`src/sv/smfr_pkg.sv`:
```
// shared types, codes and constants for the sound meter frame receiver
package smfr_pkg;

   // frame layout
   localparam int unsigned FRAME_LEN = 10;
   localparam int unsigned COUNT_W = 4;
   localparam int unsigned LEVEL_W = 17;

   // byte positions within a frame
   localparam logic [COUNT_W-1:0] POS_HDR0 = 4'd0;
   localparam logic [COUNT_W-1:0] POS_HDR1 = 4'd1;
   localparam logic [COUNT_W-1:0] POS_MODE = 4'd2;
   localparam logic [COUNT_W-1:0] POS_DIGIT_FIRST = 4'd3;
   localparam logic [COUNT_W-1:0] POS_DIGIT_LAST = 4'd7;
   localparam logic [COUNT_W-1:0] POS_MEAS = 4'd8;
   localparam logic [COUNT_W-1:0] POS_CHECKSUM = 4'd9;

   // byte values
   localparam logic [7:0] BYTE_HDR0 = 8'h08;
   localparam logic [7:0] BYTE_HDR1 = 8'h04;
   localparam logic [7:0] BYTE_MEAS = 8'h01;
   localparam logic [7:0] BYTE_DATA_READY = 8'h10;
   localparam logic [7:0] BYTE_COMMAND = 8'h20;
   localparam logic [7:0] DIGIT_MAX = 8'h09;

   // high mode nibble values
   localparam logic [3:0] MODE_NORMAL = 4'h1;
   localparam logic [3:0] MODE_HOLD = 4'h2;

   // frequency weighting codes
   localparam logic [1:0] FW_A = 2'd0;
   localparam logic [1:0] FW_C = 2'd1;
   localparam logic [1:0] FW_FLAT = 2'd2;

   // time weighting codes
   localparam logic [1:0] TW_FAST = 2'd0;
   localparam logic [1:0] TW_SLOW = 2'd1;
   localparam logic [1:0] TW_NONE = 2'd2;

   typedef enum logic [1:0] {
      KIND_COMMAND = 2'd0,
      KIND_READING = 2'd1,
      KIND_REJECT  = 2'd2
   } kind_type;

   typedef enum logic [2:0] {
      ERR_NONE     = 3'd0,
      ERR_HEADER   = 3'd1,
      ERR_MEAS     = 3'd2,
      ERR_CHECKSUM = 3'd3,
      ERR_MODE     = 3'd4,
      ERR_CONFIG   = 3'd5
   } err_type;

   // one result item
   typedef struct packed {
      kind_type             kind;
      logic [7:0]           tx_byte;
      logic [LEVEL_W-1:0]   level_tenths;
      logic                 hold;
      logic [1:0]           freq_weight;
      logic [1:0]           time_weight;
      logic                 long_term_avg;
      logic                 over_alarm;
      err_type              error_code;
   } rsp_data_type;

   // frame tracker status seen by the checker
   typedef struct packed {
      logic                 cmd;
      logic                 last;
      logic                 hdr_ok;
      logic                 meas_ok;
      logic [7:0]           sum;
      logic [LEVEL_W-1:0]   level;
      logic [7:0]           mode;
   } frame_status_type;

endpackage

```
`src/sv/smfr_tracker.sv`:
```
// frame tracker: idle/collect control, byte count and running frame checks
module smfr_tracker (
   input  logic                        clock,
   input  logic                        reset,
   input  logic                        byte_valid,
   input  logic [7:0]                  byte_data,
   output smfr_pkg::frame_status_type  status
);

   logic                                  collecting_ff, collecting_in;
   logic [smfr_pkg::COUNT_W-1:0]          count_ff, count_in;
   logic                                  hdr_ok_ff, hdr_ok_in;
   logic                                  meas_ok_ff, meas_ok_in;
   logic [7:0]                            sum_ff, sum_in;
   logic [smfr_pkg::LEVEL_W-1:0]          level_ff, level_in;
   logic [7:0]                            mode_ff, mode_in;
   logic                                  cmd, last, in_digits;

   // current byte classification
   assign cmd  = !collecting_ff && (byte_data == smfr_pkg::BYTE_DATA_READY);
   assign last = collecting_ff && (count_ff == smfr_pkg::POS_CHECKSUM);
   assign in_digits = (count_ff >= smfr_pkg::POS_DIGIT_FIRST) &&
                      (count_ff <= smfr_pkg::POS_DIGIT_LAST);

   // next state of control and running values
   always_comb begin
      collecting_in = collecting_ff;
      count_in = count_ff;
      hdr_ok_in = hdr_ok_ff;
      meas_ok_in = meas_ok_ff;
      sum_in = sum_ff;
      level_in = level_ff;
      mode_in = mode_ff;
      if (cmd) begin
         collecting_in = 1'b1;
         count_in = '0;
         sum_in = '0;
         level_in = '0;
      end else if (collecting_ff) begin
         if (last) begin
            collecting_in = 1'b0;
            count_in = '0;
         end else begin
            count_in = count_ff + smfr_pkg::COUNT_W'(1);
            sum_in = sum_ff + byte_data;
         end
         if (count_ff == smfr_pkg::POS_HDR0) begin
            hdr_ok_in = (byte_data == smfr_pkg::BYTE_HDR0);
         end
         if (count_ff == smfr_pkg::POS_HDR1) begin
            hdr_ok_in = hdr_ok_ff && (byte_data == smfr_pkg::BYTE_HDR1);
         end
         if (count_ff == smfr_pkg::POS_MODE) begin
            mode_in = byte_data;
         end
         if (count_ff == smfr_pkg::POS_MEAS) begin
            meas_ok_in = (byte_data == smfr_pkg::BYTE_MEAS);
         end
         // decimal accumulation, bytes above nine are skipped
         if (in_digits && (byte_data <= smfr_pkg::DIGIT_MAX)) begin
            level_in = smfr_pkg::LEVEL_W'(level_ff * smfr_pkg::LEVEL_W'(10)) +
                       {{(smfr_pkg::LEVEL_W-4){1'b0}}, byte_data[3:0]};
         end
      end
   end

   // control registers
   always_ff @(posedge clock) begin
      if (reset) begin
         collecting_ff <= 1'b0;
         count_ff <= '0;
      end else if (byte_valid) begin
         collecting_ff <= collecting_in;
         count_ff <= count_in;
      end
   end

   // running frame values
   always_ff @(posedge clock) begin
      if (byte_valid) begin
         hdr_ok_ff <= hdr_ok_in;
         meas_ok_ff <= meas_ok_in;
         sum_ff <= sum_in;
         level_ff <= level_in;
         mode_ff <= mode_in;
      end
   end

   assign status.cmd = cmd;
   assign status.last = last;
   assign status.hdr_ok = hdr_ok_ff;
   assign status.meas_ok = meas_ok_ff;
   assign status.sum = sum_ff;
   assign status.level = level_ff;
   assign status.mode = mode_ff;

endmodule

```
`config.mk`:
```
export PLATFORM = sky130hd
export DESIGN_NAME = smfr_tracker
export DESIGN_NICKNAME = d
export VERILOG_FILES = /design/src/sv/smfr_pkg.sv /design/src/sv/smfr_tracker.sv
export SDC_FILE = /design/constraint.sdc
export NUM_CORES = 1
export LEC_CHECK = 0
export ABC_AREA = 0
export BUFFER_PORTS_ARGS = -buffer_cell sky130_fd_sc_hd__clkbuf_2
export CORE_AREA = 4 4 118 75
export CTS_BUF_LIST = sky130_fd_sc_hd__clkbuf_4
export DETAILED_ROUTE_END_ITERATION = 6
export DIE_AREA = 0 0 122 79
export REMOVE_ABC_BUFFERS = 1
export SLEW_MARGIN = 20
export SYNTH_ARGS = -nofsm -noshare
export SYNTH_HDL_FRONTEND = slang
export SYNTH_SLANG_ARGS = --single-unit
export TNS_END_PERCENT = 10
```
`constraint.sdc`:
```
create_clock -name clock -period 3.9 [get_ports clock]
set_input_delay 0.195 -clock clock [delete_from_list [all_inputs] [get_ports clock]]
set_output_delay 0.195 -clock clock [all_outputs]
set_load 0.01 [all_outputs]
```
==> results.cfg <==
[pwr]
finalPower_w = 0.000744
ir_drop_mv = 0.151
p_leak_nw = 1.44
p_per_area_nw_per_um2 = 218

[flow_run]
drv_cap = 0

[synthesis]
synth_top_area_share_pct = 34.8
ys_warn_count = 0
synth_top_family_by_area = simple AND/OR/NAND/NOR gates
avgSynthCellArea_um2 = 10.0
ys.flop_type = edfxtp_1
synthTopCellsByArea = edfxtp_1 (35%), ha_1 (16%), nor2_1 (5.1%)
yosysMostFrequentCell = nor2_1
synth_fa_ha_area_share_pct = 18.1
async_flop_share_pct = 0
synth_edf_count = 35
ys_top_cells_by_count = nor2_1 (41), ha_1 (39), edfxtp_1 (35)
yosys.area.top_type = edfxtp_1
synthSimpleGateAreaFrac_pct = 19.1
synth_mux_area_share_pct = 0.331
synth_compound_area_share_pct = 12.7
syn_inst = 301
syn_area_um2 = 3020
synth_cell_types = 50
synth-seq-cells = 40
synth_xor_area_share_pct = 7.74
seq_area_frac_synth_pct = 38.1

[clocking]
tritoncts = yes
ctsResizeCount = 0
cts_sinks = 40
htree_levels = 2
cts-hold-fix-buffers = 0
clk_latency_ps = 370
root_buffer = clkbuf_4
post_cts_buffers = 0
cts.reportedPaths.clkPinSlew_ps = 130
cts_buffers = 5
cts_max_path_buffers = 2

[final_layout]
fin_cells = 456
insertedDiodeCount = 0
fin_area_um2 = 3410
drive_above_1_share_pct = 20.4
fin_nets = 400
syn2layout_area_growth_pct = 12.7

[critical_path]
cp-start-kind = flip-flop
worstSetupPathType = flip-flop to flip-flop
critical_path_arrival_ps = 3470
crit_fanout = 5
critPathMaxStageDelay_ps = 460
cp_cell_sequence = ha_1, ha_1, inv_1, fa_1, nand2b_1, a21oi_2, xor2_2, nand4b_4, or3_1, or3_1, a21oi_1
end_kind = flip-flop
critPathRequiredTime_ps = 4130
cp_slowest_cell = edfxtp_1

[timing]
hold_viol = 0
period_needed_ps = 3240
fmax_mhz = 309
max_slew_margin_pct = 48.7
setup_violations = 0
tightest_slew_ps = 767
fin_crit_sh_pct = 83.1
fin_skew_ps = 2.81
final.setup.tns_ps = 0
rsz0062_at_grt = false
drv_slew = 0
fin_ws_ps = 660

[global_routing]
overflow = 0
grt_pass1_wl_um = 11300
first_global_vias = 2278
grt_usage_pct = 14.8
antenna_found_initial = 0
grt_max_degree = 18

[drt]
drc = 0
wl_per_cell_um = 14.9
firstDrtPassIters = 4
viasPerCell = 5.14
finalWirelength_um = 6780
vias = 2345
drt_iter0_markers = 94
ant_nets = 0

[die]
dieHeight_um = 79
coreArea_um2 = 7730
row_count = 25
die-area_um2 = 9640
fp.dieW_um = 122
start_util_pct = 39.1
io_pins = 48

[run_status]
status = complete, no violations

[placed_design]
dpl-instance-area_um2 = 3350
place_ws_ps = 695
place.gp.congestion = 0.811
dpl.cell_count = 448
port_buffers = 47
dp.final_hpwl_um = 5390

[hold_path]
hp-class = input port to flip-flop
-- metal layers --
metal  global-route usage, %  share of wire [%]  wire length (um)
met5                       0                  0                 0
met4                    2.68               0.80                54
met3                    3.77                5.0               336
met2                    22.1                 42              2840
met1                    21.7                 52              3550
-- placed cells by master, fill, tap and decap left out, drive strengths merged, types with 2 or more instances in the layout --
cell type,synthesis,layout
fa,3,3
nor4,6,6
o21a,2,2
a21o,8,8
inv,14,15
clkbuf,5,52
o211ai,3,3
and2,3,3
nand3,3,3
o2111ai,2,2
nor3,6,6
edfxtp,35,35
nor4b,2,2
clkinv,0,2
ha,39,39
nand3b,3,3
and3,5,5
nand4,2,2
or3,4,4
nor2b,9,9
buf,6,3
a211oi,4,4
or2,4,4
nor2,41,41
dfxtp,5,5
o21ai,12,12
xnor2,11,11
o21bai,2,2
a21oi,19,19
nand2,12,12
xor2,14,14
nand2b,5,5
-- power by group --
group	leakage (nW)	total [W]	internal [W]	switching, W
Combinational	1.05	0.0000556	0.0000234	0.0000322
Clock	0.0330	0.000224	0.0000697	0.000155
Sequential	0.355	0.000465	0.000464	0.000000424
Total	1.44	0.000744	0.000557	0.000187
-- worst paths after layout --
| kind | start | endpoint | slack (ps) | cells after the start |
|---|---|---|---|---|
| worst min register to register | count_ff[3] | count_ff[3] | 570 | 2 |
| worst max register to register | level_ff[1] | level_ff[14] | 660 | 11 |
| worst min-delay path | byte_valid | collecting_ff | 30 | 2 |
| worst max-delay path | level_ff[1] | level_ff[14] | 660 | 11 |
-- per-stage QoR --
stage,utilization (%),hold slack [ps]
2_1_floorplan,-,264
3_3_place_gp,43.4,430
3_5_place_dp,43.4,429
4_1_cts,44.1,12.7
5_1_grt,44.1,7.99
6_report,44.1,34.8
-- sequential cells by signal, summed over array words and instances, names as in the netlist --
signal / flops
meas_ok_ff: 1
level_ff: 17
sum_ff: 8
hdr_ok_ff: 1
mode_ff: 8
count_ff: 4
collecting_ff: 1
-- layout make-up --
class	instances	area (um^2)
clock buffers	5	37.5
multi-input cells	236	1760
fillers	748	4320
clock inverters	3	17.5
well taps	108	135
flip-flops and latches	40	1150
repair buffers	50	258
inverters	14	52.6
-- critical path: cells and delay by family (launching register included) --
family / cells / cell delay, ps
buffers and inverters: 1 / 50
adders and majority gates: 3 / 860
DFF: 1 / 460
and+or+nand+nor: 4 / 1110
xor gates and xnor gates: 1 / 290
AOI/OAI and AO/OA: 2 / 340
-- cell families (layout without fill, tap and decap cells) --
group                      after synthesis  in the layout
and+or+nand+nor                        109            109
buffers and inverters                   25             72
DFF                                     40             40
xor gates and xnor gates                25             25
adders and majority gates               42             42
muxes                                    1              1
AOI/OAI and AO/OA                       59             59
(Power assumes the default switching activity.)
